<file path="config.mk">
export PLATFORM = sky130hd
export DESIGN_NAME = wtslf_queue
export DESIGN_NICKNAME = d
export VERILOG_FILES = /design/src/hdl/wtslf_pkg.sv /design/src/hdl/wtslf_queue.sv
export SDC_FILE = /design/constraint.sdc
export NUM_CORES = 1
export LEC_CHECK = 0
export ABC_CLOCK_PERIOD_IN_PS = 3700
export BUFFER_PORTS_ARGS = -buffer_cell sky130_fd_sc_hd__buf_2
export CAP_MARGIN = 20
export CORE_ASPECT_RATIO = 0.6
export CORE_UTILIZATION = 47
export DETAILED_ROUTE_END_ITERATION = 16
export PLACE_DENSITY = 0.76
export SLEW_MARGIN = 10
export SYNTH_ARGS = -nofsm -noshare
export SYNTH_HDL_FRONTEND = slang
export SYNTH_SLANG_ARGS = --single-unit
</file>
<file path="constraint.sdc">
create_clock -name clk -period 3.7 [get_ports clk]
set_input_delay 0.37 -clock clk [delete_from_list [all_inputs] [get_ports clk]]
set_output_delay 0.37 -clock clk [all_outputs]
set_load 0.05 [all_outputs]
</file>
<file path="src/hdl/wtslf_pkg.sv">
// Package for the windowed three-stage level filter.
// Holds shared widths, register codes and the queue entry type.
// No dependencies.
package wtslf_pkg;

  localparam int BucketDepth = 4096;
  localparam int SlotW = $clog2(BucketDepth);
  localparam int CountW = 13;
  localparam int StampW = 24;
  localparam int LevelW = 6;
  localparam int EntryW = StampW + LevelW;
  localparam int AddrW = 5;

  typedef enum logic [2:0] {
    REG_BUCKET_COUNT = 3'd0,
    REG_CAP_LEVEL    = 3'd1,
    REG_EXPIRE_GAP   = 3'd2,
    REG_SEED_ONE     = 3'd3,
    REG_SEED_TWO     = 3'd4,
    REG_SEED_THREE   = 3'd5
  } reg_idx_t;

  typedef struct packed {
    logic [31:0]       key;
    logic [StampW-1:0] stamp;
    logic [SlotW-1:0]  slot1;
    logic [SlotW-1:0]  slot2;
    logic [SlotW-1:0]  slot3;
    logic [LevelW-1:0] lvl1;
    logic [LevelW-1:0] lvl2;
    logic [LevelW-1:0] lvl3;
  } work_t;

  typedef struct packed {
    logic [CountW-1:0] count;
    logic [LevelW-1:0] cap;
    logic [7:0]        gap;
    logic [31:0]       seed1;
    logic [31:0]       seed2;
    logic [31:0]       seed3;
  } cfg_t;

endpackage

</file>
<file path="src/hdl/wtslf_queue.sv">
// Two-entry queue between the front end and the table back end.
// Depends on wtslf_pkg.
module wtslf_queue import wtslf_pkg::*; (
  input  logic  clk,
  input  logic  rst,
  input  logic  wr_valid,
  output logic  wr_stall,
  input  work_t wr_item,
  output logic  rd_valid,
  input  logic  rd_stall,
  output work_t rd_item
);

  work_t      mem [2];
  logic       wp, rp;
  logic [1:0] fill;
  logic       push, pop;

  assign wr_stall = (fill == 2'd2);
  assign rd_valid = (fill != 2'd0);
  assign rd_item  = mem[rp];
  assign push = wr_valid && !wr_stall;
  assign pop  = rd_valid && !rd_stall;

  always_ff @(posedge clk) begin
    if (push) mem[wp] <= wr_item;
    if (rst) begin
      wp <= 1'b0;
      rp <= 1'b0;
      fill <= '0;
    end else begin
      if (push) wp <= ~wp;
      if (pop) rp <= ~rp;
      fill <= fill + {1'b0, push} - {1'b0, pop};
    end
  end

`ifndef SYNTH
  a_fill: assert property (@(posedge clk) disable iff (rst) fill <= 2'd2)
    else $error("queue overfill");
  a_count: assert property (@(posedge clk) disable iff (rst)
    push && !pop |=> fill == $past(fill) + 2'd1) else $error("queue count");
  a_ptr: assert property (@(posedge clk) disable iff (rst)
    (fill == 2'd0 || fill == 2'd2) |-> wp == rp) else $error("queue pointers");
`endif

endmodule

</file>
# ---- Word level (Yosys, flattened, before mapping)
# Memories as Yosys holds them, arrays and structs flattened. A register that Yosys moved wholly into a read port is not among the register bits.
# Index checks and enable logic that the tools add are counted.
dict set report totals {
  regBits 4
  latchBits 0
  mem_bits_rw 220
  romBits 0
  inputBits 114
  output_inout_bits 112
  wordCells 18
  memories 1
}
# memory words word_bits rd rd_ports_with_merged_regs write_ports line_no
set mem_list {}
lappend mem_list {mem 2 110 1 1 1 wtslf_queue.sv:14} ;# work_t mem [2];
dict set report op_classes {
  addsub 2
  multipliers 0
  n_div 0
  n_lt_le_gt_ge 0
  eq_ne 1
  n_shift 0
  muxes 4
  bitwise 2
  n_reduce_logical 5
}
# cell n
set op_table {}
lappend op_table {{$mux 1} 4}
lappend op_table {{$add 2x1->2} 1}
lappend op_table {{$eq 2x2->1 const B} 1}
lappend op_table {{$logic_and 1x1->1} 2}
lappend op_table {{$logic_not 1->1} 2}
lappend op_table {{$not 1->1} 2}
lappend op_table {{$reduce_bool 2->1} 1}
lappend op_table {{$sub 2x1->2} 1}

# ---- Logic depth before layout (Yosys ltp)
dict set report logic_depth {
  depth_word 5
  ltp_mapped 8
  depth_no_buf 8
}

# ---- Worst setup path after synthesis
# No wires, ideal clock.
dict set report synth_timing {
  kind {register to register}
  from {reg fill[0]}
  to {mem mem[1][0] in the netlist's numbering, enable pin}
  setup_ps 482
  arrival_time_ps 3056
  t_required_ps 3218
  path_slack_ps 162
  stages_incl_launch_ff 3
  path_buffers 0
  period_less_slack_ps 3538
  cell_sequence {dfxtp_1 > nand2b_2 > and3_1}
}
dict set report synth_between {
  elab_chain_cells 5
}
# item line_no
set synth_rtl {}
lappend synth_rtl {{start, declared} wtslf_queue.sv:16} ;# logic [1:0] fill;
lappend synth_rtl {{start signal, assigned} wtslf_queue.sv:34} ;# fill <= fill + {1'b0, push} - {1'b0, pop};
lappend synth_rtl {{$eq 2x2->1} wtslf_queue.sv:19} ;# assign wr_stall = (fill == 2'd2);
lappend synth_rtl {{$logic_not 1->1} wtslf_queue.sv:22} ;# assign push = wr_valid && !wr_stall;
lappend synth_rtl {{$logic_and 1x1->1} wtslf_queue.sv:22}
lappend synth_rtl {{$mux 1} wtslf_queue.sv:26} ;# if (push) mem[wp] <= wr_item;
lappend synth_rtl {{$mux 1 (implied by the code)} wtslf_queue.sv:26}
lappend synth_rtl {{end, declared} wtslf_queue.sv:14}
# No other way between the ends.

==> reports/results.ini <==
[layout]
multi_input_area_mm2=0.00136
nFillCells=1311
drive_above_1_share_pct=59.2
final_nets=726
seq_area_mm2=0.00671
final_core_util_pct=59.6
area_delta_synth_final_pct=24.3

[route]
antenna_left=0
firstDrtPassIters=4
highest_layer=met5
met2WireLength_um=6510
dr.first_iter.drc_count=199
wl_per_cell_um=17.2
drt_wl_total_um=14800
route.detailed.drc=0
wl_met3_um=1350
routed_via_density=4.91
route.vias.total=4213
wl_met1_um=6690

[clocking]
cts_max_level=1
clk_pin_slew_worst_paths_ns=0.06
holdBufCountCts=0
cts_root_buf=clkbuf_16
insertion_delay_ns=0.49
cts_setup_buffers=0
cts.path.max_buffers=3
cts_tree=built
ctsResizeCount=0
cts_inserted_buffers=22
cts.sinks=225

[global_routing]
grt_max_degree=61
grt_pass1_vias=4267
grt_pass1_wl_um=22400
grtUsageTotal_pct=16.1
gr-total-overflow=0
antenna_found_initial=3

[sta]
tns_ns=0
setup_violations=0
rsz0062_at_grt=false
clock_skew_ns=0.00889
max_slew_margin_pct=47.1
finalHoldViolCount=0
final.period_utilization_pct=73.5
worst_pin_slew_ns=0.794
finalCriticalPeriod_ns=2.72
drv_slew=0
fmax_mhz=368

[synthesis]
synth_top_area_share_pct=80.5
syn_nets=486
synthCells=370
yosysSeqAreaShare_pct=81.7
ys_warn_count=0
ys_ff_latch=225
synth_top_area_cell=edfxtp_1
synthTopCellsByArea=edfxtp_1 80%, mux2_2 15%, buf_6 1.5%, dfxtp_1 1.2%, ha_1 0.30%
syn_area_mm2=0.00821
syn_area_per_cell_um2=22.2
ys_types=18

[floorplanning]
fp-row-count=37
die_width_um=173
die_area_mm2=0.0180
die-height_um=104
coreArea_mm2=0.0171
initial_core_util_pct=47.9
boundaryPins=226

[place]
gp_congestion=0.758
port_buffers=225
dpl.hpwl_um=9700

[run]
drv_cap=0

[critical_path]
endpoint_kind=output port
path_max_fanout=57
crit_path_start_kind=flip-flop
critPathRequiredTime_ns=3.33
crit_arrival_ns=2.35
path_class=reg -> out

[power_and_ir_drop]
irDropWorstVdd_mv=0.563
leakage_nw=3.80
p_per_area_mw_per_mm2=769

[min_path]
min_path_type=in -> reg

[run_status]
status=complete, no violations

synthesized netlist by cell type:
| master | number |
|---|---|
| ha_1 | 2 |
| nor2b_1 | 1 |
| nand2b_2 | 1 |
| nor2_1 | 3 |
| dfxtp_1 | 5 |
| inv_1 | 4 |
| nand2_1 | 1 |
| or3_1 | 2 |
| o21ai_0 | 2 |
| buf_2 | 1 |
| xnor2_1 | 1 |
| a21oi_1 | 3 |
| and3_1 | 1 |
| inv_2 | 1 |
| mux2_2 | 110 |
| xor2_1 | 1 |
| edfxtp_1 | 220 |
| buf_6 | 11 |
cell usage in the layout, fill, tap and decap left out:
cell,instances
a21oi_1,3
and3_4,1
buf_12,3
buf_2,225
clkbuf_1,6
clkbuf_16,23
clkinv_1,5
clkinv_2,2
dfxtp_1,4
dfxtp_4,1
diode_2,2
edfxtp_1,220
ha_1,2
inv_1,3
inv_2,1
inv_4,1
mux2_2,110
nand2_1,1
nand2b_2,1
nor2_1,3
nor2b_1,1
o21ai_0,2
or3_1,2
xnor2_1,1
xor2_1,1
flip-flops by register name (all words and copies together), names as in the netlist, named ones only:
name  flops
fill      2
rp        1
mem     220
wp        1
logic make-up after synthesis:
family          after synthesis  share of synthesized area, %
buf+inv                      17                          1.80
xor+xnor                      2                         0.213
mux                         110                          15.1
flops                       225                          81.7
compound gates                5                         0.305
fa+ha+maj                     2                         0.305
simple gates                  9                         0.594
power breakdown:
part           internal [mW]  total (mW)  switching, mW
clock                   1.12        1.95          0.831
combinational          0.696        2.55           1.86
sequential              3.20        3.34          0.140
total                   5.02        7.84           2.83
worst max-delay path, cell delays in order, from the launching register on:
cell and delay (ns):
dfxtp_4 0.82, buf_12 0.37, mux2_2 0.39, buf_2 0.22
metrics by stage:
stage / worst slack (ns) / power, mW / instance area [um^2] / hold WS [ns] / instances
4_1_cts: 0.931 / 7.93 / 10200 / 0.0410 / 856
6_report: 0.982 / 7.84 / 10200 / 0.0630 / 858
3_3_place_gp: 1.47 / 5.92 / 9570 / 0.486 / 820
2_1_floorplan: 0.162 / 5.44 / 8210 / 0.439 / 370
3_5_place_dp: 1.41 / 5.97 / 9570 / 0.496 / 820
5_1_grt: 0.846 / 8.14 / 10200 / 0.0406 / 856
final timing paths:
check / start / endpoint / slack, ns / depth (start not counted)
hold reg to reg: wp / wp / 0.53 / 2
hold / removal: wr_item[45] / mem[1][45] / 0.06 / 1
setup / recovery: flip-flop / rd_item[60] / 0.98 / 3
setup reg to reg: fill[0] / mem[0][77] / 1.43 / 5
per-layer routing:
metal,up-vias,global-route usage [%]
li1,1945,-
met2,170,24.5
met1,2075,21.9
met5,-,0
met3,21,6.21
met4,2,3.76
final cells by class:
type | count | share of cell area (%)
Clock inverter | 7 | 0.282
Multi-Input combinational cell | 128 | 13.3
Timing Repair Buffer | 228 | 11.6
Sequential cell | 225 | 65.8
Tap cell | 234 | 2.87
Clock buffer | 29 | 5.86
Antenna cell | 2 | 0.0491
Inverter | 5 | 0.208
(Power assumes the default switching activity.)
