`src/hdl/wtslf_pkg.sv`:
```
// Package for the windowed three-stage level filter.
// Holds shared widths, register codes and the queue entry type.
// No dependencies.
package wtslf_pkg;

  localparam int BucketDepth = 4096;
  localparam int SlotW = $clog2(BucketDepth);
  localparam int CountW = 13;
  localparam int StampW = 24;
  localparam int LevelW = 6;
  localparam int EntryW = StampW + LevelW;
  localparam int AddrW = 5;

  typedef enum logic [2:0] {
    REG_BUCKET_COUNT = 3'd0,
    REG_CAP_LEVEL    = 3'd1,
    REG_EXPIRE_GAP   = 3'd2,
    REG_SEED_ONE     = 3'd3,
    REG_SEED_TWO     = 3'd4,
    REG_SEED_THREE   = 3'd5
  } reg_idx_t;

  typedef struct packed {
    logic [31:0]       key;
    logic [StampW-1:0] stamp;
    logic [SlotW-1:0]  slot1;
    logic [SlotW-1:0]  slot2;
    logic [SlotW-1:0]  slot3;
    logic [LevelW-1:0] lvl1;
    logic [LevelW-1:0] lvl2;
    logic [LevelW-1:0] lvl3;
  } work_t;

  typedef struct packed {
    logic [CountW-1:0] count;
    logic [LevelW-1:0] cap;
    logic [7:0]        gap;
    logic [31:0]       seed1;
    logic [31:0]       seed2;
    logic [31:0]       seed3;
  } cfg_t;

endpackage

```
`src/hdl/wtslf_front.sv`:
```
// Front end: hashes the key for each stage, reduces modulo bucket count,
// and computes the level of each random word. Depends on wtslf_pkg.
module wtslf_front import wtslf_pkg::*; (
  input  logic              clk,
  input  logic              rst,
  input  cfg_t              cfg,
  input  logic              in_valid,
  output logic              in_stall,
  input  logic [31:0]       key,
  input  logic [StampW-1:0] stamp,
  input  logic [31:0]       r1,
  input  logic [31:0]       r2,
  input  logic [31:0]       r3,
  output logic              out_valid,
  input  logic              out_stall,
  output work_t             out_item
);

  typedef enum logic [2:0] {S_IDLE, S_MIX, S_FIN1, S_FIN2, S_MOD, S_DONE} state_t;

  state_t            state;
  logic [1:0]        lane;
  logic [31:0]       key_r;
  logic [StampW-1:0] stamp_r;
  logic [LevelW-1:0] lvl [3];
  logic [31:0]       h;
  logic [31:0]       k;
  logic [31:0]       rem;
  logic [5:0]        bitn;
  logic [CountW-1:0] cnt;
  logic [SlotW-1:0]  slot_q [3];

  function automatic logic [LevelW-1:0] level_of(input logic [31:0] w);
    logic [LevelW-1:0] r;
    r = LevelW'(33);
    for (int i = 1; i < 31; i++) begin
      if (w[i]) r = LevelW'(33 - i);
    end
    if (w[31]) r = LevelW'(33);
    return r;
  endfunction

  logic [31:0] seed_sel;
  always_comb begin
    unique case (lane)
      2'd0:    seed_sel = cfg.seed1;
      2'd1:    seed_sel = cfg.seed2;
      default: seed_sel = cfg.seed3;
    endcase
  end

  always_comb begin
    if (cfg.count == '0) cnt = CountW'(1);
    else if (cfg.count > CountW'(BucketDepth)) cnt = CountW'(BucketDepth);
    else cnt = cfg.count;
  end

  // Restoring remainder, one bit per cycle, MSB first.
  logic [32:0] rem_sh;
  assign rem_sh = {rem, h[bitn[4:0]]};

  logic [31:0] kr, hm, hx, hf;
  assign kr = {k[16:0], k[31:17]};
  assign hx = seed_sel ^ (kr * 32'h1b873593);
  assign hm = {hx[18:0], hx[31:19]} * 32'd5 + 32'he6546b64;
  assign hf = (h ^ (h >> 13)) * 32'hc2b2ae35;

  assign in_stall = (state != S_IDLE);
  assign out_valid = (state == S_DONE);

  always_comb begin
    out_item.key   = key_r;
    out_item.stamp = stamp_r;
    out_item.slot1 = slot_q[0];
    out_item.slot2 = slot_q[1];
    out_item.slot3 = slot_q[2];
    out_item.lvl1  = lvl[0];
    out_item.lvl2  = lvl[1];
    out_item.lvl3  = lvl[2];
  end

  always_ff @(posedge clk) begin
    if (rst) begin
      state <= S_IDLE;
      lane  <= '0;
    end else begin
      unique case (state)
        S_IDLE: begin
          if (in_valid) begin
            key_r   <= key;
            stamp_r <= stamp;
            lvl[0]  <= level_of(r1);
            lvl[1]  <= level_of(r2);
            lvl[2]  <= level_of(r3);
            k       <= key * 32'hcc9e2d51;
            lane    <= '0;
            state   <= S_MIX;
          end
        end
        S_MIX: begin
          h     <= hm ^ 32'd4;
          state <= S_FIN1;
        end
        S_FIN1: begin
          h     <= (h ^ (h >> 16)) * 32'h85ebca6b;
          state <= S_FIN2;
        end
        S_FIN2: begin
          h     <= hf ^ (hf >> 16);
          state <= S_MOD;
          rem   <= '0;
          bitn  <= 6'd31;
        end
        S_MOD: begin
          if (rem_sh >= {20'd0, cnt}) rem <= 32'(rem_sh - {20'd0, cnt});
          else rem <= rem_sh[31:0];
          if (bitn == '0) begin
            if (rem_sh >= {20'd0, cnt}) slot_q[lane] <= SlotW'(rem_sh - {20'd0, cnt});
            else slot_q[lane] <= SlotW'(rem_sh);
            if (lane != 2'd2) begin
              lane  <= lane + 2'd1;
              state <= S_MIX;
            end else begin
              state <= S_DONE;
            end
          end else begin
            bitn <= bitn - 6'd1;
          end
        end
        S_DONE: begin
          if (!out_stall) state <= S_IDLE;
        end
        default: state <= S_IDLE;
      endcase
    end
  end

`ifndef SYNTH
  a_hold: assert property (@(posedge clk) disable iff (rst)
    out_valid && out_stall |=> out_valid && $stable(out_item))
    else $error("front result changed while stalled");
  a_busy: assert property (@(posedge clk) disable iff (rst)
    out_valid |-> in_stall) else $error("front accepted while holding");
  a_lane: assert property (@(posedge clk) disable iff (rst)
    lane != 2'd3) else $error("bad lane");
`endif

endmodule

```
`config.mk`:
```
export PLATFORM = sky130hd
export DESIGN_NAME = wtslf_front
export DESIGN_NICKNAME = d
export VERILOG_FILES = /design/src/hdl/wtslf_pkg.sv /design/src/hdl/wtslf_front.sv
export SDC_FILE = /design/constraint.sdc
export NUM_CORES = 2
export LEC_CHECK = 0
export ABC_AREA = 1
export BUFFER_PORTS_ARGS = -buffer_cell sky130_fd_sc_hd__buf_2
export CAP_MARGIN = 20
export CORE_MARGIN = 3
export CORE_UTILIZATION = 60
export CTS_CLUSTER_SIZE = 8
export DETAILED_ROUTE_END_ITERATION = 12
export GPL_TIMING_DRIVEN = 0
export PLACE_DENSITY = 0.76
export SETUP_SLACK_MARGIN = 0.1
export SYNTH_ARGS = -nofsm -noshare
export SYNTH_HDL_FRONTEND = slang
export SYNTH_SLANG_ARGS = --single-unit
```
`constraint.sdc`:
```
create_clock -name clk -period 13.9 [get_ports clk]
set_clock_uncertainty 0.2 [all_clocks]
set_input_delay 2.085 -clock clk [delete_from_list [all_inputs] [get_ports clk]]
set_output_delay 2.085 -clock clk [all_outputs]
set_load 0.05 [all_outputs]
```
# Word-level counts from Yosys, hierarchy flattened
# Memories as Yosys holds them, arrays and structs flattened.
# Index checks and enable logic that the tools add are counted.
[classes]
muxes = 136
reduce_logical = 14
mul = 5
add_sub_neg = 4
magnitude_cmp = 3
eq_ne = 12
n_bitwise = 7
[ops]
columns = ["cell", "n"]
rows = [
  ["2-to-1 mux 6 bit", 100],
  ["one-hot mux 32 bit (2 select lines)", 2],
  ["one-hot mux 32 bit (3 select lines)", 1],
  ["multiplier 32 x 31 -> 32 bit, second input constant", 2],
  ["XOR 32 x 16 -> 32 bit", 2],
  ["greater-or-equal comparator 33 x 13 -> 1 bit", 1],
  ["adder 32 bit, second input constant", 1],
  ["multiplier 32 x 29 -> 32 bit, second input constant", 1],
  ["multiplier 32 x 3 -> 32 bit, second input constant", 1],
  ["multiplier 32 x 32 -> 32 bit, second input constant", 1],
  ["2-to-1 mux 32 bit", 1],
  ["subtractor 32 x 13 -> 32 bit", 1],
  ["XOR 32 x 19 -> 32 bit", 1],
  ["XOR 32 bit", 1],
  ["2-to-1 mux 13 bit", 2],
  ["2-to-1 mux 1 bit", 18],
  ["one-hot mux 3 bit (6 select lines)", 1],
  ["greater-than comparator 13 bit, second input constant", 1],
  ["logical NOT 13 bit", 1],
  ["2-to-1 mux 12 bit", 1],
  ["2-to-1 mux 3 bit", 4],
  ["inequality test 2 bit, second input constant", 6],
  ["one-hot mux 6 bit (2 select lines)", 1],
  ["AND reduction 3 bit", 3],
  ["other kinds (19)", 27],
]
[totals]
memories = 2
regBits = 163
ramBits = 54
word_cells = 191
output_inout_bits = 112
inputBits = 279
[memory_table]
columns = ["name", "depth", "width", "rd", "rd_ports_with_merged_regs", "wr", "line_no", "rtl"]
rows = [
  ["slot_q", 3, 12, 3, 0, 1, "wtslf_front.sv:31", "logic [SlotW-1:0] slot_q [3];"],
  ["lvl", 3, 6, 3, 0, 3, "wtslf_front.sv:25", "logic [LevelW-1:0] lvl [3];"],
]

# Logic depth before layout (Yosys ltp)
[depth]
word_depth = 34
mapped_depth = 48
mapped_depth_nobuf = 48

# Least setup slack after synthesis
# No wires, ideal clock.
[synth_timing]
path_kind = "reg2reg"
from = "reg k[27]"
to = "reg h[29] (data pin)"
setup_time_ps = 264
stages_incl_launch_ff = 39
path_buffers = 0
period_less_slack_ps = 8647
t_arrival_ps = 8183
t_required_ps = 13436
path_slack_ps = 5253
path_cell_list = "edfxtp_1 ha_1 fa_1 fa_1 inv_1 fa_1 inv_1 fa_1 fa_1 fa_1 inv_1 fa_1 inv_1 ha_1 a21oi_1 o21ai_0 o21bai_1 xnor2_1 [3 not listed] ha_1 fa_1 nand3_1 nand2_1 nand2_1 nand2_1 a21oi_1 o21ai_1 a21boi_1 o21ai_2 a21oi_1 o21bai_1 nand2_1 nand2_1 nand2_1 nand3_1 nand3_1 nand3_1"
[synth_between]
elab_chain_cells = 5
[synth_rtl]
columns = ["element", "line_no", "rtl"]
rows = [
  ["from (decl)", "wtslf_front.sv:27", "logic [31:0] k;"],
  ["from (signal assigned)", "wtslf_front.sv:95", "k <= key * 32'hcc9e2d51;"],
  ["multiplier 32 x 29 -> 32 bit", "wtslf_front.sv:64", "assign hx = seed_sel ^ (kr * 32'h1b873593);"],
  ["XOR 32 bit", "wtslf_front.sv:64", ""],
  ["multiplier 32 x 3 -> 32 bit", "wtslf_front.sv:65", "assign hm = {hx[18:0], hx[31:19]} * 32'd5 + 32'he6546b64;"],
  ["adder 32 bit", "wtslf_front.sv:65", ""],
  ["one-hot mux 32 bit (3 select lines)", "wtslf_front.sv:87", "unique case (state)"],
  ["to (signal assigned)", "wtslf_front.sv:101", "h <= hm ^ 32'd4;"],
  ["to (signal assigned)", "wtslf_front.sv:105", "h <= (h ^ (h >> 16)) * 32'h85ebca6b;"],
  ["to (signal assigned)", "wtslf_front.sv:109", "h <= hf ^ (hf >> 16);"],
  ["to (decl)", "wtslf_front.sv:26", "logic [31:0] h;"],
]
# No other way between the ends.
# A chain may end at the register's enable or synchronous reset.

# Worst setup path in the final report
# Ends and elaborated chain as after synthesis.

==> impl_metrics.py <==
metrics = {
    "global_route": {
        "antenna_found_initial": 3,
        "grt_pass1_wl_um": 204000,
        "grt_overflow": 0,
        "grt_pass1_vias": 37124,
        "globalRouteTotalUtil": 0.325,
        "grt_max_degree": 34,
    },
    "worst_setup_path": {
        "cp_data_required_time_ns": 14.01,
        "crit_family": "adder cells",
        "critPathBufInv": 5,
        "startpoint_type": "register",
        "critPathKind": "register to register",
        "cpMaxStageDelayCell": "edfxtp_1",
        "cp_common_cell": "fa_1",
        "cp_slowest_stage_delay_ns": 0.72,
        "arrival_ns": 9.77,
        "end_kind": "register",
        "path_max_fanout": 8,
    },
    "clock_tree": {
        "cts.sinks": 213,
        "cts_hold_buf": 0,
        "htreeDepth": 1,
        "cts_root_buf": "clkbuf_16",
        "cts_tree": "built",
        "cts_buffers": 30,
        "cts.clk_slew.worst_paths_ns": 0.06,
        "cts_setup_buffers": 0,
        "insertion_delay_ns": 0.60,
        "cts_buffer_depth": 3,
        "cts_resized": 0,
    },
    "layout": {
        "nFillCells": 6229,
        "area_growth_pct": 8.95,
        "regArea_sq_um": 6350,
        "postLayoutCellArea_sq_um": 51400,
        "layout-drive-gt1-share": 0.0949,
        "final_util": 0.661,
        "fin_nets": 7359,
        "multi_input_area_sq_um": 34800,
    },
    "synthesis": {
        "ys_seq_elements": 213,
        "synth_cell_types": 73,
        "syn_area_sq_um": 47200,
        "synth_ff_type": "edfxtp_1",
        "synth_nets": 6943,
        "synth_enable_flop_cells": 208,
        "synthArstFlopShare": 0,
        "yosysWarnings": 0,
        "syn_avg_cell_area_sq_um": 9.24,
        "post_synth_inst_count": 5103,
        "yosysSeqAreaShare": 0.135,
    },
    "sta": {
        "slew_headroom": 0.233,
        "min_period_ns": 9.65,
        "worst_slew_pin_slew_ns": 1.15,
        "fin_hold_ws_ns": 0.346,
        "rsz0062_at_grt": "no",
        "setup_viol": 0,
        "finalCritPeriodShare": 0.695,
        "hold_viol_final": 0,
        "clock.fmax_mhz": 104,
        "tns_ns": 0,
        "slew_violations": 0,
    },
    "floorplan": {
        "die_h_um": 286,
        "initial_core_util": 0.607,
        "rows": 102,
        "io_pins": 391,
        "core-area_sq_um": 77700,
        "die_area_sq_um": 82000,
        "fp.dieW_um": 286,
    },
    "place": {
        "globalplace.congestion": 0.984,
        "placement.io_buffers": 372,
        "dp_hpwl_um": 115000,
        "dpl_cell_area_sq_um": 50500,
    },
    "detailed_routing": {
        "ant_nets": 0,
        "via_per_inst": 5.33,
        "routed_wirelength_um": 131000,
        "drc_errors": 0,
        "wl_per_cell_um": 19.8,
        "first_pass_iters": 6,
        "first_iter_violations": 2269,
        "via_count": 35086,
    },
    "run_status": {
        "outcome": "complete, no violations",
    },
    "worst_hold_path": {
        "hold_class": "register to register",
    },
    "run": {
        "cap_violations": 0,
    },
}
[tightest hold or removal path, stage by stage (launching register included)]
cell      delay, ns
dfxtp_1        0.31
inv_1          0.10
a211oi_1       0.08
[cell usage in the layout (no fill, tap or decap), types with 5 or more instances in the layout]
master / netlist / layout
o31ai_1: 5 / 5
clkbuf_1: 35 / 60
o21a_1: 11 / 11
or2_2: 18 / 18
nor2_2: 8 / 12
inv_2: 14 / 14
mux2_4: 6 / 6
o21ai_1: 20 / 20
nand2_2: 6 / 6
buf_4: 4 / 8
a211oi_1: 5 / 5
o21bai_1: 19 / 19
nor4_1: 11 / 11
clkbuf_16: 0 / 30
xnor2_1: 172 / 172
nand2_1: 494 / 494
edfxtp_1: 208 / 208
ha_1: 820 / 820
o221ai_1: 10 / 10
nor2_1: 208 / 202
o21ai_0: 119 / 119
buf_2: 0 / 372
o211ai_1: 13 / 13
dfxtp_1: 5 / 5
a21o_1: 10 / 10
fa_1: 741 / 741
nand4_1: 11 / 11
inv_1: 1539 / 1539
nor3_1: 23 / 22
a21oi_1: 221 / 221
nand3_1: 121 / 121
a22o_1: 6 / 6
xor2_2: 6 / 6
a21oi_2: 5 / 5
xor2_1: 134 / 134
o21ai_2: 5 / 5
a31oi_1: 7 / 7
[cells in the mapped netlist (14+ instances only)]
master,instances,area share
fa_1,741,0.31
or2_2,18,0.0024
nor2_1,208,0.017
clkbuf_1,35,0.0028
o21bai_1,19,0.0030
nor3_1,23,0.0024
inv_1,1539,0.12
xnor2_1,172,0.032
inv_2,14,0.0011
a21oi_1,221,0.023
nand2_1,494,0.039
ha_1,820,0.22
edfxtp_1,208,0.13
o21ai_1,20,0.0021
nand3_1,121,0.013
xor2_1,134,0.025
o21ai_0,119,0.013
[per-stage QoR]
step	worst slack [ns]	instances
after floorplan	5.25	5103
after global placement	4.38	6515
after detailed placement	4.38	6527
after CTS	4.36	6583
after global routing	3.66	6583
final	4.25	6586
[state kept, by name, summed over array words and instances (netlist names), 3 cells and up]
signal   flops
rem         32
stamp_r     24
slot_q      36
bitn         6
k           28
state        3
h           32
key_r       32
lvl         18
[final cells by class]
class,count,share of cell area
Timing Repair Buffer,384,0.0391
Buffer,42,0.00353
Clock inverter,1,0.000584
Clock buffer,55,0.0164
Sequential cell,213,0.123
Inverter,1554,0.113
Tap cell,1040,0.0253
Antenna cell,3,0.000146
Multi-Input combinational cell,3294,0.678
[cell families after synthesis]
group	after synthesis	synth area share
flip-flops	213	0.135
multiplexers	10	0.00286
adder cells (fa/ha/maj)	1561	0.532
AO/OA/AOI/OAI	493	0.0621
buffers and inverters	1596	0.128
XOR/XNOR	314	0.0596
AND/OR/NAND/NOR	916	0.0814
[layer usage]
metal | up-vias | routed length (um) | part of all wire | track usage
li1 | 16494 | - | - | -
met1 | 16989 | 51700 | 0.40 | 0.413
met2 | 1305 | 63400 | 0.49 | 0.560
met3 | 298 | 9750 | 0.075 | 0.0531
met4 | 0 | 5780 | 0.044 | 0.118
met5 | - | 0 | 0 | 0
[final timing paths]
| path | cells after the start | slack (ns) | endpoint | from |
|---|---|---|---|---|
| max | 38 | 4.25 | h[29]$_DFFE_PP_ | k[27]$_DFFE_PP_ |
| min | 2 | 0.35 | lane[1]$_SDFFE_PP0P_ | lane[1]$_SDFFE_PP0P_ |
| max reg2reg | 38 | 4.25 | h[29]$_DFFE_PP_ | k[27]$_DFFE_PP_ |
| min reg2reg | 2 | 0.35 | lane[1]$_SDFFE_PP0P_ | lane[1]$_SDFFE_PP0P_ |
Power is left out: the tool's default activity adds up to more than one toggle a clock period on the data nets, which glitch-free logic cannot reach.
